===== src/rtl/dch_pkg.sv =====
// Shared types and constants of the detector coincidence histogrammer.
package dch_pkg;

   // Three detector planes report per event.
   localparam int UNIT_COUNT = 3;
   // Coincidence types: pairs 01, 02, 12 and the triple 012.
   localparam int TYPE_COUNT = 4;

   // Event counter layout.
   localparam int COUNTER_NUM = 13;
   localparam int CNT_COINC_BASE = 0;
   localparam int CNT_SINGLE_BASE = 4;
   localparam int CNT_FEW_HITS_BASE = 8;
   localparam int CNT_EVENTS = 12;

   // Width of a position difference magnitude (at most 2046).
   localparam int MAG_W = 11;

   typedef logic [1:0] unit_idx_type;
   typedef logic [UNIT_COUNT-1:0] unit_mask_type;

   // Units taking part in each coincidence type.
   localparam unit_mask_type TYPE_UNITS [TYPE_COUNT] = '{3'b011, 3'b101, 3'b110, 3'b111};
   // Units whose positions form dx and dy for each pair selection.
   localparam unit_idx_type FIRST_UNIT [TYPE_COUNT] = '{2'd0, 2'd0, 2'd1, 2'd0};
   localparam unit_idx_type SECOND_UNIT [TYPE_COUNT] = '{2'd1, 2'd2, 2'd2, 2'd2};

   typedef enum logic [1:0] {
      OP_REPORT       = 2'd0,
      OP_HIST_READ    = 2'd1,
      OP_COUNTER_READ = 2'd2
   } opcode_type;

   typedef enum logic [1:0] {
      KIND_EVENT   = 2'd0,
      KIND_HIST    = 2'd1,
      KIND_COUNTER = 2'd2
   } kind_type;

   // One unit report as kept between requests of an event.
   typedef struct packed {
      logic [7:0] data_count;
      logic [7:0] x_hits;
      logic [7:0] x_clusters;
      logic [9:0] x_center;
      logic [7:0] y_hits;
      logic [7:0] y_clusters;
      logic [9:0] y_center;
   } unit_rec_type;

   // An incoming request.
   typedef struct packed {
      logic [1:0]   opcode;
      unit_idx_type unit;
      unit_rec_type rec;
      logic         event_end;
      logic [15:0]  read_index;
   } req_type;

   // Configuration registers.
   typedef struct packed {
      logic [1:0]    pair_select;
      logic [7:0]    max_hits;
      logic [9:0]    mirror_offset;
      unit_mask_type mirror_mask;
   } cfg_type;

   // Per-request information carried down the pipeline.
   typedef struct packed {
      kind_type              kind;
      logic [TYPE_COUNT-1:0] coinc;
      logic [TYPE_COUNT-1:0] single;
      logic [TYPE_COUNT-1:0] few_hits;
      logic                  fill;
      logic                  dx_neg;
      logic [MAG_W-1:0]      dx_mag;
      logic                  dy_neg;
      logic [MAG_W-1:0]      dy_mag;
      logic [15:0]           read_index;
      logic                  hist_ok;
      logic [31:0]           cnt_value;
   } item_type;

endpackage


===== src/rtl/dch_classifier.sv =====
// Unit report store, coincidence classification, event counters and position differences.
module dch_classifier import dch_pkg::*; #(
   parameter int COUNT_WIDTH = 32
) (
   input  logic     clock,
   input  logic     reset,
   input  logic     accept,
   input  logic     adv,
   input  req_type  req,
   input  cfg_type  cfg,
   output logic     has_result,
   output item_type s1
);

   unit_rec_type rec_ff [UNIT_COUNT];
   unit_rec_type eff [UNIT_COUNT];
   logic [COUNT_WIDTH-1:0] cnt_ff [COUNTER_NUM];
   logic [COUNTER_NUM-1:0] cnt_inc;
   logic [UNIT_COUNT-1:0] present_u;
   logic [UNIT_COUNT-1:0] single_u;
   logic [UNIT_COUNT-1:0] few_hits_u;
   logic [TYPE_COUNT-1:0] coinc_t;
   logic [TYPE_COUNT-1:0] single_t;
   logic [TYPE_COUNT-1:0] few_hits_t;
   logic is_report;
   logic ev_close;
   unit_idx_type unit_a;
   unit_idx_type unit_b;
   logic signed [11:0] mx_a;
   logic signed [11:0] mx_b;
   logic signed [11:0] dx;
   logic signed [11:0] dy;
   logic signed [11:0] dx_abs;
   logic signed [11:0] dy_abs;
   logic [31:0] cnt_read;
   item_type s1_in;
   item_type s1_ff;

   // Mirrored X position of one unit, as a signed value.
   function automatic logic signed [11:0] mirror_x(input logic en, input logic [9:0] offset,
                                                   input logic [9:0] x);
      logic signed [11:0] xs;
      xs = signed'({2'b00, x});
      if (en) begin
         return signed'({2'b00, offset}) - xs;
      end
      return xs;
   endfunction

   assign is_report = (req.opcode == OP_REPORT);
   assign ev_close = accept && is_report && req.event_end;

   // The report being accepted takes part in its own event.
   always_comb begin
      for (int u = 0; u < UNIT_COUNT; u++) begin
         eff[u] = (is_report && req.unit == 2'(u)) ? req.rec : rec_ff[u];
      end
   end

   // Per-unit cut results.
   always_comb begin
      for (int u = 0; u < UNIT_COUNT; u++) begin
         present_u[u] = (eff[u].data_count != 8'd0);
         single_u[u] = (eff[u].x_clusters == 8'd1) && (eff[u].y_clusters == 8'd1);
         few_hits_u[u] = (eff[u].x_hits <= cfg.max_hits) && (eff[u].y_hits <= cfg.max_hits);
      end
   end

   // Coincidence flags per type; each cut builds on the previous one.
   always_comb begin
      for (int t = 0; t < TYPE_COUNT; t++) begin
         coinc_t[t] = ((present_u & TYPE_UNITS[t]) == TYPE_UNITS[t]);
         single_t[t] = coinc_t[t] && ((single_u & TYPE_UNITS[t]) == TYPE_UNITS[t]);
         few_hits_t[t] = single_t[t] && ((few_hits_u & TYPE_UNITS[t]) == TYPE_UNITS[t]);
      end
   end

   // Counter increments for a closing event.
   always_comb begin
      cnt_inc = '0;
      for (int t = 0; t < TYPE_COUNT; t++) begin
         cnt_inc[CNT_COINC_BASE + t] = ev_close && coinc_t[t];
         cnt_inc[CNT_SINGLE_BASE + t] = ev_close && single_t[t];
         cnt_inc[CNT_FEW_HITS_BASE + t] = ev_close && few_hits_t[t];
      end
      cnt_inc[CNT_EVENTS] = ev_close;
   end

   // Position differences of the selected pair.
   assign unit_a = FIRST_UNIT[cfg.pair_select];
   assign unit_b = SECOND_UNIT[cfg.pair_select];
   assign mx_a = mirror_x(cfg.mirror_mask[unit_a], cfg.mirror_offset, eff[unit_a].x_center);
   assign mx_b = mirror_x(cfg.mirror_mask[unit_b], cfg.mirror_offset, eff[unit_b].x_center);
   assign dx = mx_a - mx_b;
   assign dy = signed'({2'b00, eff[unit_a].y_center}) - signed'({2'b00, eff[unit_b].y_center});
   assign dx_abs = dx[11] ? -dx : dx;
   assign dy_abs = dy[11] ? -dy : dy;

   // Counter read port.
   always_comb begin
      if (req.read_index < 16'(COUNTER_NUM)) begin
         cnt_read = 32'(cnt_ff[req.read_index[3:0]]);
      end else begin
         cnt_read = '0;
      end
   end

   // Request decode.
   always_comb begin
      s1_in = '0;
      s1_in.read_index = req.read_index;
      has_result = 1'b0;
      unique case (req.opcode) inside
         OP_REPORT: begin
            has_result = req.event_end;
            s1_in.kind = KIND_EVENT;
            s1_in.coinc = coinc_t;
            s1_in.single = single_t;
            s1_in.few_hits = few_hits_t;
            s1_in.fill = few_hits_t[cfg.pair_select];
            s1_in.dx_neg = dx[11];
            s1_in.dx_mag = dx_abs[MAG_W-1:0];
            s1_in.dy_neg = dy[11];
            s1_in.dy_mag = dy_abs[MAG_W-1:0];
         end
         OP_HIST_READ: begin
            has_result = 1'b1;
            s1_in.kind = KIND_HIST;
         end
         OP_COUNTER_READ: begin
            has_result = 1'b1;
            s1_in.kind = KIND_COUNTER;
            s1_in.cnt_value = cnt_read;
         end
         default: begin
            has_result = 1'b0;
         end
      endcase
   end

   // Report store and event counters.
   always_ff @(posedge clock) begin
      if (reset) begin
         for (int u = 0; u < UNIT_COUNT; u++) begin
            rec_ff[u] <= '0;
         end
         for (int i = 0; i < COUNTER_NUM; i++) begin
            cnt_ff[i] <= '0;
         end
      end else begin
         if (accept && is_report) begin
            if (req.event_end) begin
               for (int u = 0; u < UNIT_COUNT; u++) begin
                  rec_ff[u] <= '0;
               end
            end else if (req.unit < 2'(UNIT_COUNT)) begin
               rec_ff[req.unit] <= req.rec;
            end
         end
         for (int i = 0; i < COUNTER_NUM; i++) begin
            if (cnt_inc[i] && (cnt_ff[i] != '1)) begin
               cnt_ff[i] <= cnt_ff[i] + 1'b1;
            end
         end
      end
   end

   // First pipeline stage.
   always_ff @(posedge clock) begin
      if (adv) begin
         s1_ff <= s1_in;
      end
   end

   assign s1 = s1_ff;

endmodule


===== config.mk =====
export PLATFORM = sky130hd
export DESIGN_NAME = dch_classifier
export DESIGN_NICKNAME = d
export VERILOG_FILES = /design/src/rtl/dch_pkg.sv /design/src/rtl/dch_classifier.sv
export SDC_FILE = /design/constraint.sdc
export NUM_CORES = 2
export LEC_CHECK = 0
export BUFFER_PORTS_ARGS = -buffer_cell sky130_fd_sc_hd__buf_2
export CORE_UTILIZATION = 56
export CTS_CLUSTER_DIAMETER = 200
export DETAILED_ROUTE_END_ITERATION = 12
export GPL_ROUTABILITY_DRIVEN = 1
export HOLD_SLACK_MARGIN = 0.05
export PLACE_DENSITY_LB_ADDON = 0.2
export SYNTH_ARGS = -nofsm -noshare
export SYNTH_HDL_FRONTEND = slang
export SYNTH_SLANG_ARGS = --single-unit

===== constraint.sdc =====
create_clock -name clock -period 5.9 [get_ports clock]
set_input_delay 1.18 -clock clock [delete_from_list [all_inputs] [get_ports clock]]
set_output_delay 1.18 -clock clock [all_outputs]
set_load 0.02 [all_outputs]

---- After elaboration in Yosys (flattened, before gate mapping) ----
Memory sizes are Yosys's and may differ from the RTL's. A register that Yosys moved wholly into a read port is not among the register bits.
Cells that the tools add are included.
word-level totals
  memories kept ........................... 2
  bits in read-only memories .............. 0
  logic and storage cells ................. 252
  flip-flop bits (word level) ............. 55
  memory bits (writable) .................. 596
  input bits .............................. 108
  latch bits .............................. 0
memories
  name    words  bits a word  rd ports  clocked after Yosys merged registers in  write ports  line                  RTL
  cnt_ff  13     32           14        1                                        13           dch_classifier.sv:17  logic [COUNT_WIDTH-1:0] cnt_ff [COUNTER_NUM];
  rec_ff  3      60           3         0                                        3            dch_classifier.sv:15  unit_rec_type rec_ff [UNIT_COUNT];
operators by class
  add/sub/neg operators ................... 19
  shift-type cells ........................ 0
  $mul .................................... 0
  equality and inequality tests ........... 35
  reductions and logical operators ........ 53
  divide/modulo/power cells ............... 0
  muxes and demuxes ....................... 100
  bitwise logic cells ..................... 19
  order comparisons ....................... 14
operators by type and width
  operator                                                  number
  two-way mux 60 bit                                        7
  adder 32 x 1 -> 32 bit, second input constant             13
  two-way mux 32 bit                                        13
  inequality test 32 bit, second input constant             13
  binary-select mux 60 bit (select 2 bit)                   2
  two-way mux 36 bit                                        4
  OR reduction 60 bit                                       1
  two-way mux 1 bit                                         56
  equality test 8 x 1 -> 1 bit, second input constant       6
  less-or-equal comparator 8 bit                            6
  two-way mux 12 bit                                        4
  logical AND 1 bit                                         44
  subtractor 10 x 10 -> 11 bit                              3
  nonzero test 8 bit                                        3
  equality test 2 bit, second input constant                11
  two-way mux 11 bit                                        2
  negator 11 bit                                            2
  < comparator 16 x 4 -> 1 bit, second input constant       1
  bitwise OR 1 bit                                          16
  subtractor 12 bit                                         1
  two-way mux 2 bit                                         5
  equality test 3 bit, second input constant                3
  greater-or-equal comparator 3 bit, second input constant  3
  < comparator 2 x 3 -> 1 bit, second input constant        3
  11 further kinds                                          18

---- Longest topological paths before layout ----
  word-level depth ........................ 14
  mapped depth ............................ 27
  mapped depth without buffers ............ 25

---- Worst setup path after synthesis ----
Ideal clock, no wire load.
  path kind ............................... input to register
  start point ............................. in req[79] (netlist name)
  end point ............................... reg s1_ff, in the netlist s1[71], data pin
  cell stages on the path ................. 27
  path slack .............................. -531 ps
  arrival time ............................ 6175 ps
  setup time .............................. 256 ps
  path buffers ............................ 2
  cell sequence ........................... inv_1 > ha_1 > nor3b_2 > buf_2 > or2_2 > clkbuf_1 > o22ai_1 > nor2_1 > inv_1 > ha_1 > a21oi_1 > or2_2 > o221ai_1 > a31o_2 > a211o_1 > a21oi_1 > a21oi_1 > ha_1 > or2_2 > a21oi_1 > a31oi_1 > xor2_1 > nor4b_1 > nand3_1 > mux2i_1 > a31oi_1 > a41o_1
on the way
  cells in the longest elaborated chain, start to end .. 12
  elaborated cells between the ends (all ways) .. 22
  those cells by class .................... add/sub (4); mux (14); reduce/logical (4)
ends and longest elaborated chain
  element                                                            line                                        RTL
  from (decl)                                                        dch_classifier.sv:9                         input req_type req,
  zero test 2 bit (*)                                                dch_classifier.sv:50                        assign is_report = (req.opcode == OP_REPORT);
  logical AND 1 bit                                                  dch_classifier.sv:56                        eff[u] = (is_report && req.unit == 2'(u)) ? req.rec : rec_ff[u];
  two-way mux 60 bit                                                 dch_classifier.sv:56
  binary-select mux 60 bit (select 2 bit), on equally long branches  dch_classifier.sv:92, dch_classifier.sv:93
  two-way mux 36 bit (2 in series)                                   -
  subtractor 10 x 10 -> 11 bit                                       dch_classifier.sv:45                        return signed'({2'b00, offset}) - xs;
  two-way mux 12 bit                                                 dch_classifier.sv:44                        if (en) begin
  two-way mux 12 bit                                                 dch_classifier.sv:47                        return xs;
  subtractor 12 bit                                                  dch_classifier.sv:94                        assign dx = mx_a - mx_b;
  negator 11 bit                                                     dch_classifier.sv:96                        assign dx_abs = dx[11] ? -dx : dx;
  two-way mux 11 bit                                                 dch_classifier.sv:96
  to (signal assigned)                                               dch_classifier.sv:171                       s1_ff <= s1_in;
  to (decl)                                                          dch_classifier.sv:37                        item_type s1_ff;
Mark *: on every way between the ends. The rest lies on a longest branch, timed or not. The select of a mux whose other input is x is not followed.
A chain may end at the register's enable or synchronous reset.

---- Worst setup path in the final report ----
  start point ............................. in req[80] (netlist name)
  end point ............................... reg s1_ff, in the netlist s1[71], data pin
The elaborated chain is that of the path after synthesis.

==> impl_metrics.py <==
metrics = {
    "run_status": {
        "outcome": "finished clean",
    },
    "sta": {
        "setup_ws_ns": 0.3487,
        "period_minus_slack_ns": 5.551,
        "final.hold.worst_slack_ns": 0.6169,
        "final_cycle_utilization_of_the_critical_path_pct": 94.09,
        "max_slew_margin_vs_limit_pct": 21.07,
        "slew_viol_final": 0,
        "max_clock_freq_ghz": 0.1801,
        "tightestPinTransition_ns": 1.184,
        "timing.final.setup_violations": 0,
        "rsz0062_at_grt": "false",
        "finalHoldViolations": 0,
        "timing.clock.skew_ns": 0.02778,
    },
    "clock_network": {
        "clk_path_buf_depth": 3,
        "post-cts-setup-buffer-count": 0,
        "clk_lat_worst_skew_ns": 0.64,
        "clock-root-buffer": "clkbuf_16",
        "tritoncts.num_buffers": 76,
        "cts_hold_buf": 0,
        "cts-htree-levels": 3,
        "worst_setup_hold_path_clk_slew_ns": 0.05,
        "tritoncts_num_sinks": 683,
        "cts_tree": "built",
    },
    "logic_synthesis": {
        "syn-mean-instance-area_um2": 11.63,
        "synthCells": 3388,
        "synth_top_cell_by_area": "edfxtp_1",
        "postSynthRegisterBits": 683,
        "ys_dominant_reg_cell": "edfxtp_1",
        "number_of_enable_flip_flop_cells_after_synthesis": 683,
        "synth.mux.area_fraction_pct": 9.097,
        "synthSimpleGateAreaFrac_pct": 19.71,
        "post_synthesis_compound_gate_area_fraction_pct": 4.160,
        "synth_top_family_by_area": "simple AND/OR/NAND/NOR gates",
        "synth_nets": 3607,
        "area_share_of_fa_ha_maj_cells_after_synthesis_pct": 3.607,
        "synth-async-reset-ratio_pct": 0,
        "synth-xor-area-share_pct": 9.335,
        "yosys_warnings": 0,
        "synth.top_cells.by_area": "edfxtp_1, mux4_2, xor2_1, nor2_1, ha_1",
        "mappedNetlistArea_um2": 39400,
        "synth_top_cell_area_share_pct": 52.05,
        "seq_area_frac_synth_pct": 52.05,
        "number_of_unique_standard_cell_types_used_by_synthesis": 73,
    },
    "floorplanning": {
        "initial_utilization_pct": 57.05,
        "chipHeight_um": 267.3,
        "std_cell_rows": 96,
        "floorplan.core_area_um2": 69070,
        "ios": 197,
        "floorplan.die_area_um2": 71430,
        "die_x_um": 267.3,
    },
    "final_layout": {
        "drive_gt1_share_pct": 18.10,
        "final_layout_net_count": 3859,
        "top_library_cells_by_usage_in_the_layout_fill_and_taps_aside": "edfxtp_1, nor2_1, xor2_1, nand2_1, buf_2",
        "fill_cells": 5289,
        "final_non_filler_cells": 4632,
        "area_taken_by_flip_flops_and_latches_um2": 20510,
        "final_common_cell": "edfxtp_1",
        "area_growth_pct": 12.49,
        "multi_input_logic_area_um2": 18200,
    },
    "min_path": {
        "timing.hold.worst_path_depth": 1,
        "hold_path_class": "register to register",
    },
    "placed_design": {
        "placedCellCount": 4493,
        "gp_congestion": 0.9019,
        "buffer_ports.inserted": 195,
        "estimated_wirelength_of_the_detail_placed_design_um": 73720,
        "dp_worst_setup_slack_ns": -0.1753,
    },
    "setup_path": {
        "arrival_time_of_data_at_the_critical_path_endpoint_ns": 5.92,
        "worst-endpoint-required_ns": 6.27,
        "timing.critical_path.from_type": "primary input",
        "crit_type": "primary input to register",
        "crit_path_end_kind": "register",
        "critical_path.max_fanout": 6,
        "r2r_cells": 21,
    },
    "pwr": {
        "power.static_leakage_nw": 15.93,
        "power.share.switching_pct": 26.02,
        "switchingPower_mw": 3.230,
        "p_comb_share_pct": 15.6,
        "p_per_area_nw_per_um2": 280.1,
        "power.total_mw": 12.41,
        "sequentialPowerShare_pct": 47.1,
        "cell_internal_pwr_mw": 9.184,
        "clkPwrFrac_pct": 37.4,
        "vdd_ir_drop_max_uv": 232.9,
    },
    "drt": {
        "postRouteWirelength_um": 101300,
        "dr.pass1.iters": 6,
        "drc": 0,
        "viasPerCell": 6.085,
        "via_total_after_detailed_routing": 28190,
        "route.antenna.remaining_nets": 0,
        "detail_route.wl_per_cell_um": 21.87,
        "dr.first_iter.drc_count": 3201,
    },
    "global_route": {
        "grt_max_degree": 68,
        "grt_antenna_before_repair": 10,
        "globalRouteOverflowTotal": 0,
        "grt_first_pass_wirelength_um": 156900,
        "grt_util_all_layers_pct": 28.57,
        "via_count_of_the_first_global_routing_pass": 27660,
    },
    "job": {
        "max_cap_violations": 0,
    },
}
[power by group through the flow]
stage | Clock (mW) | Sequential [mW] | Combinational [mW]
floorplan | 0 | 5.92 | 1.22
global placement | 0 | 5.92 | 1.85
detailed placement | 0 | 5.94 | 1.91
CTS | 4.70 | 5.84 | 1.92
global route | 4.86 | 5.87 | 2.10
finish | 4.64 | 5.84 | 1.93
[cell families (layout without fill, tap and decap cells)]
logic type | count (synthesis) | after routing
and+or+nand+nor | 1538 | 1538
xor gates and xnor gates | 420 | 420
DFF | 683 | 683
muxes | 191 | 191
adders and majority gates | 112 | 112
buffers and inverters | 187 | 495
AOI/OAI and AO/OA | 256 | 256
other | 1 | 6
[cells in the mapped netlist, types with 21 or more instances]
library cell	n
mux2_2	44
nor2_1	540
ha_1	108
o22a_1	26
edfxtp_1	683
or3_1	33
nor3_1	43
nor2b_1	63
inv_1	54
and2_1	133
and4_1	25
nand4_1	60
xor2_1	269
nor2_4	28
mux4_2	129
nand3_1	176
clkbuf_1	97
o21ai_0	59
nand2_1	209
a21oi_1	69
xnor2_1	151
a21o_1	21
nor4_1	24
and3_1	141
[repair_timing]
item | 4_1_cts | 5_1_grt
gates resized for setup | 0 | 1
endpoints found under the hold margin | 0 | 0
endpoints found under the setup margin | 0 | 1
[critical path: stages]
cell and delay, ns:
buf_2 0.11, inv_2 0.07, buf_4 0.11, ha_1 0.17, nand3b_1 0.15, o21ai_1 0.36
o22a_1 0.22, o21ai_0 0.16, ha_1 0.38, and4_1 0.20, a21oi_1 0.18, nand3b_1 0.11
a211oi_1 0.24, nor2_1 0.05, o21ai_0 0.16, ha_1 0.27, or2_2 0.30, a21oi_1 0.16
a31oi_1 0.08, xor2_1 0.20, nor4b_2 0.33, nand3_1 0.15, mux2i_1 0.23, a31oi_1 0.12
a41o_1 0.22
[per-stage QoR]
step	util, %	TNS (ns)	cell area (µm²)
floorplan	-	-0.09408	39480
global placement	60.71	-0.08021	41930
detailed placement	60.71	-0.6007	41930
CTS	64.16	0	44310
global route	64.18	0	44330
finish	64.18	0	44330
[area by class of cell]
type	instances	area share, %
sequential	683	46.27
multi-input combinational	2518	41.06
clock buffer	95	4.547
timing repair buffer	307	4.186
tap	931	2.628
clock inverter	39	0.8271
inverter	54	0.4573
antenna	5	0.02823
[flip-flops by register name, indices dropped and copies added (netlist names)]
name,count
rec_ff,180
cnt_ff,416
s1,87
[final timing paths]
kind / from / end / slack (ns)
worst min register to register: cnt_ff[3][0]$_SDFFCE_PN0P_ / cnt_ff[3][0]$_SDFFCE_PN0P_ / 0.62
worst min-delay path: cnt_ff[3][0]$_SDFFCE_PN0P_ / cnt_ff[3][0]$_SDFFCE_PN0P_ / 0.62
worst max register to register: rec_ff[1][27]$_SDFFCE_PN0P_ / s1[71]$_SDFFCE_PP0P_ / 1.33
worst max-delay path: req[80] / s1[71]$_SDFFCE_PP0P_ / 0.35
[per-layer routing]
layer	up-vias	wire (µm)	share of wire, %	GRT usage (%)
met1	14020	41980	41	39.42
met4	4	3158	3.1	10.24
met5	-	51	0.050	0
met2	1094	48950	48	46.69
li1	12900	-	-	-
met3	170	7156	7.1	3.476
(Power assumes the default switching activity.)
