`src/rtl/dch_pkg.sv`:
```
// Shared types and constants of the detector coincidence histogrammer.
package dch_pkg;

   // Three detector planes report per event.
   localparam int UNIT_COUNT = 3;
   // Coincidence types: pairs 01, 02, 12 and the triple 012.
   localparam int TYPE_COUNT = 4;

   // Event counter layout.
   localparam int COUNTER_NUM = 13;
   localparam int CNT_COINC_BASE = 0;
   localparam int CNT_SINGLE_BASE = 4;
   localparam int CNT_FEW_HITS_BASE = 8;
   localparam int CNT_EVENTS = 12;

   // Width of a position difference magnitude (at most 2046).
   localparam int MAG_W = 11;

   typedef logic [1:0] unit_idx_type;
   typedef logic [UNIT_COUNT-1:0] unit_mask_type;

   // Units taking part in each coincidence type.
   localparam unit_mask_type TYPE_UNITS [TYPE_COUNT] = '{3'b011, 3'b101, 3'b110, 3'b111};
   // Units whose positions form dx and dy for each pair selection.
   localparam unit_idx_type FIRST_UNIT [TYPE_COUNT] = '{2'd0, 2'd0, 2'd1, 2'd0};
   localparam unit_idx_type SECOND_UNIT [TYPE_COUNT] = '{2'd1, 2'd2, 2'd2, 2'd2};

   typedef enum logic [1:0] {
      OP_REPORT       = 2'd0,
      OP_HIST_READ    = 2'd1,
      OP_COUNTER_READ = 2'd2
   } opcode_type;

   typedef enum logic [1:0] {
      KIND_EVENT   = 2'd0,
      KIND_HIST    = 2'd1,
      KIND_COUNTER = 2'd2
   } kind_type;

   // One unit report as kept between requests of an event.
   typedef struct packed {
      logic [7:0] data_count;
      logic [7:0] x_hits;
      logic [7:0] x_clusters;
      logic [9:0] x_center;
      logic [7:0] y_hits;
      logic [7:0] y_clusters;
      logic [9:0] y_center;
   } unit_rec_type;

   // An incoming request.
   typedef struct packed {
      logic [1:0]   opcode;
      unit_idx_type unit;
      unit_rec_type rec;
      logic         event_end;
      logic [15:0]  read_index;
   } req_type;

   // Configuration registers.
   typedef struct packed {
      logic [1:0]    pair_select;
      logic [7:0]    max_hits;
      logic [9:0]    mirror_offset;
      unit_mask_type mirror_mask;
   } cfg_type;

   // Per-request information carried down the pipeline.
   typedef struct packed {
      kind_type              kind;
      logic [TYPE_COUNT-1:0] coinc;
      logic [TYPE_COUNT-1:0] single;
      logic [TYPE_COUNT-1:0] few_hits;
      logic                  fill;
      logic                  dx_neg;
      logic [MAG_W-1:0]      dx_mag;
      logic                  dy_neg;
      logic [MAG_W-1:0]      dy_mag;
      logic [15:0]           read_index;
      logic                  hist_ok;
      logic [31:0]           cnt_value;
   } item_type;

endpackage

```
`src/rtl/dch_bin_calc.sv`:
```
// Division of the position differences, clamping and histogram cell address.
module dch_bin_calc import dch_pkg::*; #(
   parameter int HALF_RANGE  = 99,
   parameter int BIN_DIVISOR = 10,
   localparam int SIDE = 2 * HALF_RANGE + 1,
   localparam int HIST_CELLS = SIDE * SIDE,
   localparam int COORD_W = $clog2(SIDE),
   localparam int ADDR_W = $clog2(HIST_CELLS)
) (
   input  logic                clock,
   input  logic                adv,
   input  item_type            s1,
   output item_type            s3,
   output logic [COORD_W-1:0]  s3_col,
   output logic [COORD_W-1:0]  s3_row,
   output logic [ADDR_W-1:0]   s3_addr
);

   // The magnitude is below 2^11 and the divisor below 2^7, so a shift of 18 makes the
   // rounded-up reciprocal exact for every magnitude.
   localparam int DIV_SHIFT = 18;
   localparam int RECIP_W = DIV_SHIFT + 1;
   localparam int PROD_W = MAG_W + RECIP_W;
   localparam logic [RECIP_W-1:0] RECIP =
      RECIP_W'((2 ** DIV_SHIFT + BIN_DIVISOR - 1) / BIN_DIVISOR);
   localparam logic [COORD_W-1:0] HR_C = COORD_W'(HALF_RANGE);
   localparam logic [MAG_W-1:0] HR_M = MAG_W'(HALF_RANGE);
   localparam logic [ADDR_W-1:0] SIDE_A = ADDR_W'(SIDE);

   logic [PROD_W-1:0] prod_x;
   logic [PROD_W-1:0] prod_y;
   item_type s2_in;
   item_type s2_ff;
   logic [MAG_W-1:0] qx_ff;
   logic [MAG_W-1:0] qy_ff;
   logic [COORD_W-1:0] qcx;
   logic [COORD_W-1:0] qcy;
   logic [COORD_W-1:0] col_in;
   logic [COORD_W-1:0] row_in;
   logic [ADDR_W-1:0] addr_in;
   item_type s3_ff;
   logic [COORD_W-1:0] col_ff;
   logic [COORD_W-1:0] row_ff;
   logic [ADDR_W-1:0] addr_ff;

   // Quotient of each magnitude by reciprocal multiplication.
   assign prod_x = PROD_W'(s1.dx_mag) * PROD_W'(RECIP);
   assign prod_y = PROD_W'(s1.dy_mag) * PROD_W'(RECIP);

   // Histogram read range check.
   always_comb begin
      s2_in = s1;
      s2_in.hist_ok = (32'(s1.read_index) < 32'(HIST_CELLS));
   end

   always_ff @(posedge clock) begin
      if (adv) begin
         s2_ff <= s2_in;
         qx_ff <= prod_x[DIV_SHIFT +: MAG_W];
         qy_ff <= prod_y[DIV_SHIFT +: MAG_W];
      end
   end

   // Clamp, restore the sign about the histogram centre, and form the cell address.
   assign qcx = (qx_ff > HR_M) ? HR_C : qx_ff[COORD_W-1:0];
   assign qcy = (qy_ff > HR_M) ? HR_C : qy_ff[COORD_W-1:0];
   assign col_in = s2_ff.dx_neg ? (HR_C - qcx) : (HR_C + qcx);
   assign row_in = s2_ff.dy_neg ? (HR_C - qcy) : (HR_C + qcy);

   always_comb begin
      if (s2_ff.kind == KIND_HIST) begin
         addr_in = s2_ff.hist_ok ? ADDR_W'(s2_ff.read_index) : '0;
      end else begin
         addr_in = ADDR_W'(row_in) * SIDE_A + ADDR_W'(col_in);
      end
   end

   always_ff @(posedge clock) begin
      if (adv) begin
         s3_ff <= s2_ff;
         col_ff <= col_in;
         row_ff <= row_in;
         addr_ff <= addr_in;
      end
   end

   assign s3 = s3_ff;
   assign s3_col = col_ff;
   assign s3_row = row_ff;
   assign s3_addr = addr_ff;

endmodule

```
`config.mk`:
```
export PLATFORM = sky130hd
export DESIGN_NAME = dch_bin_calc
export DESIGN_NICKNAME = d
export VERILOG_FILES = /design/src/rtl/dch_pkg.sv /design/src/rtl/dch_bin_calc.sv
export SDC_FILE = /design/constraint.sdc
export NUM_CORES = 1
export LEC_CHECK = 0
export BUFFER_PORTS_ARGS = -buffer_cell sky130_fd_sc_hd__clkbuf_2
export CAP_MARGIN = 30
export CORE_UTILIZATION = 58
export CTS_CLUSTER_DIAMETER = 50
export DETAILED_ROUTE_END_ITERATION = 8
export GPL_TIMING_DRIVEN = 0
export PLACE_DENSITY = 0.81
export SLEW_MARGIN = 0
export SYNTH_ARGS = -nofsm -noshare
export SYNTH_HDL_FRONTEND = slang
export SYNTH_SLANG_ARGS = --single-unit
```
`constraint.sdc`:
```
create_clock -name clock -period 7.12 [get_ports clock]
set_input_delay 0 -clock clock [delete_from_list [all_inputs] [get_ports clock]]
set_output_delay 0 -clock clock [all_outputs]
set_load 0.01 [all_outputs]
```
Yosys cells after proc, flatten, opt, wreduce, memory -nomap -nowiden
Index checks and enable logic that the tools add are counted.
{"block": "op_classes", "addsub": 5, "n_mul": 3, "div": 0, "magnitude_cmp": 3, "eq_ne": 1, "shift": 0, "n_mux": 6, "n_bitwise": 0, "n_reduce_logical": 0}
{"cell": "$mul 11x15->26 const B", "count": 2}
{"cell": "$mux 16", "count": 2}
{"cell": "$mux 8", "count": 4}
{"cell": "$add 16x8->16", "count": 1}
{"cell": "$add 7x8->8 const A", "count": 2}
{"cell": "$gt 8x7->1 const B", "count": 2}
{"cell": "$lt 16x16->1 const B", "count": 1}
{"cell": "$mul 8x8->16 const B", "count": 1}
{"cell": "$sub 7x8->8 const A", "count": 2}
{"cell": "$eq 2x1->1 const B", "count": 1}
{"block": "word_totals", "reg_bits": 224, "latch_bits": 0, "ramBits": 0, "mem_bits_ro": 0, "in_bits": 90, "out_inout_bits": 120, "word_cells": 47, "memories": 0}

Depth between registers and ports, before layout
Gate-level depths: netlist of the first run.
{"block": "depth", "ltp_word": 7, "ltp_mapped": 25, "ltp_nobuf": 25}

Worst setup path before layout of the first run
No wires, ideal clock.
{"block": "synth_path", "kind": "reg2reg", "start": "register qy_ff[4]", "end": "register addr_ff[13], in the netlist s3_addr[13], data pin", "setup_ps": 266, "arrival_time_ps": 5374, "t_required_ps": 6854, "slack_ps": 1480, "stages_incl_launch_ff": 25, "n_path_buf": 0, "period_less_slack_ps": 5640, "path_cell_list": "edfxtp_1 > or3_1 > a31o_2 > nor2_1 > ha_1 > nand4b_1 > nand2_1 > a32oi_4 > inv_1 > ha_1 > inv_1 > ha_1 > a21o_2 > ha_1 > fa_1 > inv_1 > fa_1 > inv_1 > ha_1 > or3_1 > o32ai_1 > o21bai_1 > a21oi_1 > xor2_1 > o21ai_1"}
{"block": "synth_via", "elab_chain_cells": 7, "word_cells_on_any_way": 8, "cone_classes": "3 x add/sub; 1 x mul; 1 x order compare; 3 x mux"}
{"element": "from (decl)", "line": "dch_bin_calc.sv:35", "text": "logic [MAG_W-1:0] qy_ff;"}
{"element": "from (signal assigned)", "line": "dch_bin_calc.sv:60", "text": "qy_ff <= prod_y[DIV_SHIFT +: MAG_W];"}
{"element": "$gt 8x7->1", "line": "dch_bin_calc.sv:66", "text": "assign qcy = (qy_ff > HR_M) ? HR_C : qy_ff[COORD_W-1:0];"}
{"element": "$mux 8 (*)", "line": "dch_bin_calc.sv:66"}
{"element": "$add 7x8->8 / $sub 7x8->8 (equally long branches)", "line": "dch_bin_calc.sv:68", "text": "assign row_in = s2_ff.dy_neg ? (HR_C - qcy) : (HR_C + qcy);"}
{"element": "$mux 8 (*)", "line": "dch_bin_calc.sv:68"}
{"element": "named net row_in[6]", "line": "dch_bin_calc.sv:39", "text": "logic [COORD_W-1:0] row_in;"}
{"element": "$mul 8x8->16 (*)", "line": "dch_bin_calc.sv:74", "text": "addr_in = ADDR_W'(row_in) * SIDE_A + ADDR_W'(col_in);"}
{"element": "$add 16x8->16 (*)", "line": "dch_bin_calc.sv:74"}
{"element": "$mux 16 (*)", "line": "dch_bin_calc.sv:71", "text": "if (s2_ff.kind == KIND_HIST) begin"}
{"element": "named net addr_in[13]", "line": "dch_bin_calc.sv:40", "text": "logic [ADDR_W-1:0] addr_in;"}
{"element": "to (signal assigned)", "line": "dch_bin_calc.sv:83", "text": "addr_ff <= addr_in;"}
{"element": "to (decl)", "line": "dch_bin_calc.sv:44", "text": "logic [ADDR_W-1:0] addr_ff;"}
The timed path passes the listed nets; every way through them passes the cells marked *.
A chain may end at the register's enable or synchronous reset.

Final worst setup path of the first run
{"block": "layout_path", "start": "register qy_ff[4]", "end": "register addr_ff[15], in the netlist s3_addr[15], data pin"}
The elaborated chain is that of the path after synthesis.

==> results of run 1 <==
==> synthesized netlist by cell type, drive strengths merged (9+ instances only) <==
| library cell | n | area share [%] |
|---|---|---|
| edfxtp | 224 | 48 |
| ha | 199 | 18 |
| inv | 188 | 5.1 |
| fa | 102 | 15 |
| nand2 | 36 | 0.97 |
| a21oi | 34 | 1.3 |
| o21ai | 31 | 1.2 |
| xnor2 | 24 | 1.5 |
| nor2 | 22 | 0.59 |
| nand3 | 20 | 0.72 |
| a21o | 15 | 0.82 |
| xor2 | 10 | 0.63 |
| nand2b | 9 | 0.40 |
| nor3 | 9 | 0.32 |
==> area by class of cell <==
cell class,count,share of cell area [%]
buffer,8,0.182
clock buffer,29,3.86
clock inverter,17,1.07
inverter,188,4.11
multi-input combinational,607,37.8
sequential,224,39.2
tap,319,2.33
timing repair buffer,297,11.4
==> layout by cell type, fill, tap and decap left out, types with 3 or more instances in the layout <==
cell type and count:
nand3_1 20, clkbuf_16 26, nor2b_1 6, a211oi_1 3
ha_1 199, or3_1 4, o31ai_1 4, xor2_1 10
inv_1 188, o21a_1 5, nand4_1 4, o21ai_1 7
clkinv_1 3, clkinv_2 6, edfxtp_1 224, nand2_1 36
o21ai_0 22, a21oi_1 32, nor3_1 9, and3_1 5
xnor2_1 24, nor2_1 22, o21bai_1 5, clkbuf_2 207
a31oi_1 6, a21o_1 14, nand2b_1 9, o2111ai_1 3
bufinv_16 3, o211ai_1 5, nor4_1 5, or4_1 6
clkbuf_1 9, fa_1 102, dlygate4sd3_1 87
==> timing repair <==
| item | CTS | global route |
|---|---|---|
| gates resized for setup | 0 | 0 |
| hold endpoints to repair | 88 | 0 |
| hold buffers | 87 | 0 |
==> metal layers <==
metal  vias up  track usage, %  wire length [microns]
met5         -               0                      0
met3        67            4.05                   1510
met1      4346            27.9                  11300
met2       286            44.4                  15200
li1       4275               -                      -
met4         0            10.4                   1170
==> power breakdown <==
group	leakage, nW	switching (mW)	internal (mW)	total (mW)
logic	5.34	2.99	2.19	5.18
clock network	0.417	0.533	0.782	1.32
registers	2.20	0.106	1.85	1.96
total	7.96	3.62	4.83	8.45
==> state kept, by name, summed over array words and instances (netlist names) <==
register and count:
s3_addr 16, qx_ff 8, s3_row 8, s2_ff 88, s3 88, qy_ff 8, s3_col 8
==> cells by family after synthesis <==
kind of cell | Yosys count | share of synthesized area, %
adders and majority gates | 301 | 32.5
DFF | 224 | 48.2
buffers and inverters | 196 | 5.28
and+or+nand+nor | 139 | 5.21
AOI/OAI and AO/OA | 132 | 6.60
xor gates and xnor gates | 34 | 2.13
muxes | 1 | 0.0718
==> stage by stage <==
stage	hold slack [ns]	util, %	power (mW)	instances
finish	0.146	72.8	8.45	1689
global route	0.170	72.8	9.28	1689
CTS	0.158	72.8	8.38	1689
detailed placement	0.179	65.6	6.97	1556
global placement	0.177	65.4	6.74	1554
floorplan	0.0989	-	5.77	1027
==> worst min-delay path by stage <==
stage / from / slack, ns / cells past startpoint / endpoint
finish: adv / 0.15 / 1 / s3[28]
global route: s1[22] / 0.17 / 2 / s2_ff[22]
CTS: s1[28] / 0.16 / 2 / s2_ff[28]
detailed placement: s1[1] / 0.18 / 1 / s2_ff[1]
global placement: s1[28] / 0.18 / 1 / s2_ff[28]
floorplan: s1[0] / 0.1 / 0 / s2_ff[0]
==> worst register-to-register path, cell delays in order (launching register included) <==
cell and delay, ns:
edfxtp_1 0.46, or3_1 0.45, a31o_2 0.31, nor2_1 0.14, ha_1 0.21, nand4b_1 0.15
nand2_1 0.12, a32oi_4 0.35, inv_1 0.08, ha_1 0.28, inv_1 0.07, ha_1 0.18
a21o_2 0.18, ha_1 0.28, fa_1 0.48, inv_1 0.05, fa_1 0.52, inv_1 0.04
ha_1 0.23, or3_1 0.35, o32ai_1 0.50, a21oi_1 0.12, o21ai_0 0.13, xnor2_1 0.19
a21oi_1 0.10
==> metrics.yaml, run 1 <==
status: "completed"
max_freq_mhz: 160
grt_start_max_net_pins: 131
peakVddDrop_v: 0.000492
grt_pass1_vias: 9225
cp.arrival_ns: 6.50
pwr_density_cell_nw_per_um2: 493
dp_slack_ns: 0.886
stdcell_area_sq_um: 17100
track_usage_pct: 24.2
cts_root_buffer: "clkbuf_16"
route.detailed.drc: 0
row_count: 56
place.gp.congestion: 0.897
numClockSinks: 224
fp.dieH_microns: 157
synth_cell_types: 62
async_flop_share_pct: 0
dieArea_sq_um: 24700
numCtsBuffers: 26
crit_path_max_incr_delay_ns: 0.52
min_path_type: "input pin to flop"
clkSlewWorstSetupHoldPaths_ns: 0.06
antenna_found_initial: 0
crit_path_top_delay_cell: "fa_1"
viasPerCell: 5.31
vias: 8974
crit_start: "qy_ff[4]"
core_sq_um: 23500
critPathRequiredTime_ns: 7.38
critical_path_class: "flop to flop"
io_pins: 210
start_kind: "flop"
postRouteAntennaNets: 0
ys_ff_latch: 224
seq_area_sq_um: 6730
grt-ovfl-total: 0
dpl_cell_area_sq_um: 15400
slew_headroom_pct: 34.9
start_util_pct: 59.3
timing_hold_violations_final: 0
drv_slew: 0
wirelength_microns: 29200
r2r_cells: 24
yosysSeqAreaShare_pct: 48.2
grt_pass1_wl_microns: 45700
dpl.hpwl_microns: 19900
n_fill_cell: 1525
cts_buffer_depth: 3
worst_pin_slew_ns: 0.968
synthCells: 1027
cts_tree: "built"
synth.cell_area_sq_um: 14000
cp.depth: 24
reg2reg_slack_ns: 0.88
synth_edf_count: 224
drive_above_1_share_pct: 19.5
synth_top_flop_cell: "edfxtp_1"
tns_ns: 0
setup_viol: 0
dr.pass1.iters: 5
max_cap_violations: 0
port_buffers: 208
crit_top_cell: "ha_1"
postCtsSetupRepairBufs: 0
r2r_end: "s3_addr[15]"
crit_fanout: 5
multi_input_area_sq_um: 6490
syn_nets: 1418
finalClockSkew_ns: 0.0177
htreeDepth: 1
power_leakage_nw: 7.96
worst_slack_ns: 0.882
end_kind: "flop"
rsz0062_at_grt: "false"
fin_crit_ns: 6.24
die_x_microns: 157
avgSynthCellArea_sq_um: 13.6
diodes: 0
crit_family: "adder cells"
synth-warning-count: 0
timing.rr.start: "qy_ff[4]"
layout.nets: 1743
cp_cell_sequence: "or3_1 -> a31o_2 -> nor2_1 -> ha_1 -> nand4b_1 -> nand2_1 -> a32oi_4 -> inv_1 -> ha_1 -> inv_1 -> ha_1 -> a21o_2 -> ha_1 -> fa_1 -> inv_1 -> fa_1 -> inv_1 -> ha_1 -> or3_1 -> o32ai_1 -> a21oi_1 -> o21ai_0 -> xnor2_1 -> a21oi_1"
first_iter_violations: 527
area_growth_pct: 22.9
finalCritPeriodShare_pct: 87.6
path_buf_inv: 4
wl_per_cell_microns: 17.3
clk_latency_ns: 0.53
cp-endpoint: "s3_addr[15]"
(Power assumes the default switching activity.)
==> inputs of run 2 (changes only) <==
CORE_UTILIZATION = 50   (was 58)
PLACE_DENSITY = 0.71   (was 0.81)
==> metrics.yaml, run 2 (synthesis gave the netlist of run 1 again) <==
core_sq_um: 27200
vias: 8773
viasPerCell: 5.02
grt_start_max_net_pins: 96
fin_crit_ns: 6.27
grt_pass1_wl_microns: 43800
p_sw_share_pct: 41.9
place_inst: 1610
diodes: 0
total_power_mw: 8.31
pwr_density_cell_nw_per_um2: 480
clockPowerShare_pct: 16.6
rsz0062_at_grt: "false"
htreeDepth: 1
post_cts_resized: 0
finalCritPeriodShare_pct: 88.1
multi_input_area_sq_um: 6490
io_pins: 210
wirelength_microns: 27100
drive_above_1_share_pct: 19.8
track_usage_pct: 19.3
crit_family: "adder cells"
layout.nets: 1747
stdcell_count: 1749
path_buf_inv: 4
final_util_pct: 63.8
first_iter_violations: 463
reg2reg_slack_ns: 0.85
wl_per_cell_microns: 15.5
cp_cell_sequence: "or3_1 -> a31o_2 -> nor2_1 -> ha_1 -> nand4b_1 -> nand2_1 -> a32oi_4 -> inv_1 -> ha_1 -> inv_1 -> ha_1 -> a21o_2 -> ha_1 -> fa_1 -> inv_1 -> fa_1 -> inv_1 -> ha_1 -> or3_1 -> o32ai_1 -> a21oi_1 -> o21ai_0 -> xnor2_1 -> a21oi_1"
cts_root_buffer: "clkbuf_16"
area_growth_pct: 24.2
row_count: 60
layout_commonest_cell: "edfxtp_1"
cts_hold_buf: 87
max_freq_mhz: 159
met2WireLength_microns: 13900
cp.arrival_ns: 6.54
slew_headroom_pct: 47.5
place.gp.congestion: 0.840
seqPwrFrac_pct: 23.4
crit_path_top_delay_cell: "fa_1"
n_fill_cell: 2057
route.detailed.drc: 0
start_util_pct: 51.3
end_kind: "flop"
drv_slew: 0
die_x_microns: 169
max_cap_violations: 0
timing_hold_violations_final: 0
wl_met1_microns: 11200
antenna_found_initial: 0
numClockSinks: 224
grt-ovfl-total: 0
status: "completed"
dr.pass1.iters: 4
crit_path_max_incr_delay_ns: 0.53
cts_buffer_depth: 3
peakVddDrop_v: 0.000496
fp.dieH_microns: 169
cts_tree: "built"
numCtsBuffers: 28
postRouteAntennaNets: 0
switchingPower_mw: 3.49
top_layer_used: "met4"
dpl.hpwl_microns: 19700
port_buffers: 208
clkSlewWorstSetupHoldPaths_ns: 0.06
p_int_mw: 4.82
setup_viol: 0
start_kind: "flop"
seq_area_sq_um: 6730
dieArea_sq_um: 28600
critical_path_class: "flop to flop"
postCtsSetupRepairBufs: 0
dr_wl_met3_microns: 1460
crit_fanout: 5
critPathRequiredTime_ns: 7.39
power_frac_comb_pct: 59.9
min_path_type: "input pin to flop"
most-common-layout-cells: "edfxtp_1, clkbuf_2, ha_1, inv_1, fa_1"
clk_latency_ns: 0.55
finalClockSkew_ns: 0.0114
grt_pass1_vias: 9034
crit_top_cell: "ha_1"
power_leakage_nw: 8.02
tns_ns: 0
worst_pin_slew_ns: 0.782
==> run 2: per-stage QoR <==
step | hold WS [ns] | cell area (sq um) | setup WS [ns]
floorplan | 0.0989 | 14000 | 1.48
global placement | 0.177 | 15500 | 0.722
detailed placement | 0.179 | 15500 | 0.839
CTS | 0.00273 | 17300 | 0.840
global route | 0.0129 | 17300 | 0.413
finish | 0.00189 | 17300 | 0.849
==> run 2: cell type report <==
| class | count | share of cell area, % |
|---|---|---|
| clock inverters | 20 | 1.22 |
| multi-input cells | 607 | 37.4 |
| flip-flops and latches | 224 | 38.8 |
| inverters | 188 | 4.07 |
| repair buffers | 299 | 11.5 |
| well taps | 372 | 2.69 |
| plain buffers | 8 | 0.181 |
| clock buffers | 31 | 4.11 |
==> run 2: layer usage <==
layer | track usage (%) | up-vias
met5 | 0 | -
met4 | 4.82 | 0
met3 | 3.27 | 33
met2 | 35.3 | 214
met1 | 23.6 | 4245
li1 | - | 4281
==> run 2: worst register-to-register path: stages (launching register included) <==
cell and delay [ns]:
edfxtp_1 0.45, or3_1 0.44, a31o_2 0.30, nor2_1 0.15, ha_1 0.23, nand4b_1 0.15, nand2_1 0.12, a32oi_4 0.35
inv_1 0.08, ha_1 0.28, inv_1 0.08, ha_1 0.20, a21o_2 0.18, ha_1 0.28, fa_1 0.48, inv_1 0.05
fa_1 0.53, inv_1 0.04, ha_1 0.22, or3_1 0.35, o32ai_1 0.49, a21oi_1 0.12, o21ai_0 0.12, xnor2_1 0.19
a21oi_1 0.11
==> run 2: power by group through the flow <==
stage	clock, mW	combinational (mW)	sequential (mW)
after CTS	1.41	5.01	1.94
final	1.38	4.98	1.95
after global routing	1.47	5.78	1.97
after floorplan	0	3.76	2.01
after detailed placement	0	4.91	1.97
after global placement	0	4.79	1.98
==> run 2: path summary, 6_finish.rpt <==
path | from | end | cells past startpoint
worst max-delay path | qy_ff[4] | s3_addr[15] | 24
worst max register to register | qy_ff[4] | s3_addr[15] | 24
worst min-delay path | adv | s3[13] | 1
worst min register to register | s2_ff[67] | s3[67] | 0
==> inputs of run 3 (changes only) <==
CELL_PAD_IN_SITES_DETAIL_PLACEMENT = 1   (was unset)
CELL_PAD_IN_SITES_GLOBAL_PLACEMENT = 1   (was unset)
CORE_UTILIZATION = 48   (was 50)
PLACE_DENSITY = unset   (was 0.71)
PLACE_DENSITY_LB_ADDON = 0.1   (was unset)
==> metrics.yaml, run 3 (synthesis gave the netlist of run 1 again) <==
status: "completed"
worst_pin_slew_ns: 0.883
rsz0062_at_grt: "false"
first_iter_violations: 416
clkSlewWorstSetupHoldPaths_ns: 0.08
timing_hold_violations_final: 0
start_kind: "flop"
min_path_type: "input pin to flop"
grt-ovfl-total: 0
wl_per_cell_microns: 18.3
core_sq_um: 28600
htreeDepth: 1
cp.arrival_ns: 6.75
hp-start: "s1[9]"
postRouteAntennaNets: 0
dr.pass1.iters: 4
clockPowerShare_pct: 16.9
wirelength_microns: 32100
route.detailed.drc: 0
setup_viol: 0
critical_path_class: "flop to flop"
cts_tree: "built"
drive_above_1_share_pct: 19.8
critPathRequiredTime_ns: 7.39
timing.rr.start: "qy_ff[4]"
slew_headroom_pct: 40.7
clk_latency_ns: 0.54
power_frac_comb_pct: 60.0
total_power_mw: 8.49
crit_fanout: 5
max_freq_mhz: 154
track_usage_pct: 21.7
crit_start: "qy_ff[4]"
place.gp.congestion: 0.821
final_util_pct: 60.5
port_buffers: 208
dpl.hpwl_microns: 23300
io_pins: 210
fin_crit_ns: 6.49
layout_commonest_cell: "edfxtp_1"
postCtsSetupRepairBufs: 0
pwr_density_cell_nw_per_um2: 490
vias: 8924
row_count: 62
n_fill_cell: 2896
cts_root_buffer: "clkbuf_16"
fp.dieH_microns: 172
peakVddDrop_v: 0.000430
numCtsBuffers: 26
seqPwrFrac_pct: 23.1
hold_slack_ns: 0.177
finalClockSkew_ns: 0.0176
place_inst: 1622
grt_start_max_net_pins: 116
stdcell_count: 1758
drv_slew: 0
area_growth_pct: 24.1
cts_buffer_depth: 3
switchingPower_mw: 3.59
antenna_found_initial: 1
dieArea_sq_um: 29700
p_int_mw: 4.90
tns_ns: 0
layout.nets: 1744
finalCritPeriodShare_pct: 91.1
die_x_microns: 172
numClockSinks: 224
grt_pass1_vias: 9673
viasPerCell: 5.08
end_kind: "flop"
most-common-layout-cells: "edfxtp_1, clkbuf_2, ha_1, inv_1, fa_1"
power_leakage_nw: 8.00
start_util_pct: 48.7
p_sw_share_pct: 42.3
grt_pass1_wl_microns: 49700
max_cap_violations: 0
==> run 3: cell types whose count changed in the layout (fill, tap and decap cells not counted), moves of 2 or more <==
cell        delta
clkinvlp_4     +3
bufinv_16      +3
clkinv_1       -2
clkbuf_1       -2
clkbuf_16      -2
inv_8          -2
==> run 3: what timing repair did <==
action / 4_1_cts / 5_1_grt
endpoints found under the hold margin: 88 / 0
hold buffers: 87 / 0
setup endpoints to repair: 0 / 0
resized for setup: 0 / 0
==> run 3: metrics by stage <==
stage               worst slack (ns)  area, sq um
CTS                            0.691        17300
global placement               0.679        15500
floorplan                       1.48        14000
detailed placement             0.708        15500
finish                         0.631        17300
global route                   0.331        17300
==> run 3: routing by layer <==
metal / vias to the layer above / GRT usage [%] / part of all wire (%)
li1: 4271 / - / -
met1: 4416 / 24.7 / 39
met2: 184 / 41.7 / 54
met3: 53 / 2.88 / 3.5
met4: 0 / 7.12 / 3.0
met5: - / 0 / 0
==> run 3: power by group through the flow <==
stage | registers, mW | logic [mW] | clock network (mW)
global route | 1.98 | 5.91 | 1.50
detailed placement | 1.98 | 5.05 | 0
finish | 1.96 | 5.09 | 1.43
global placement | 1.98 | 4.86 | 0
CTS | 1.96 | 5.16 | 1.44
floorplan | 2.01 | 3.76 | 0
==> run 3: critical path, cell delays in order, from the launching register on <==
cell,delay (ns)
edfxtp_1,0.48
or3_1,0.44
a31oi_1,0.29
nand2_1,0.15
ha_1,0.26
nor2b_1,0.16
o21ai_0,0.40
a32oi_4,0.21
inv_1,0.11
ha_1,0.23
inv_1,0.11
ha_1,0.25
ha_1,0.30
inv_1,0.08
fa_1,0.43
fa_1,0.54
inv_1,0.04
ha_1,0.35
o21ai_0,0.10
a21oi_1,0.10
o32ai_1,0.58
a21oi_1,0.15
o21ai_0,0.13
xnor2_1,0.20
a21oi_1,0.11
==> run 3: path summary, 6_finish.rpt <==
check / endpoint / slack (ns) / cells past startpoint
max: s3_addr[15] / 0.63 / 24
min: s2_ff[9] / 0.18 / 2
max reg2reg: s3_addr[15] / 0.63 / 24
min reg2reg: s3[73] / 0.41 / 0
==> run 3: area by class of cell <==
cell class	instances	area (sq um)	area share, %
flip-flops and latches	224	6730	38.8
multi-input cells	607	6490	37.5
repair buffers	298	1960	11.3
inverters	188	706	4.07
clock buffers	27	654	3.78
well taps	384	480	2.77
clock inverters	21	272	1.57
plain buffers	8	31.3	0.181
diodes	1	2.50	0.0144
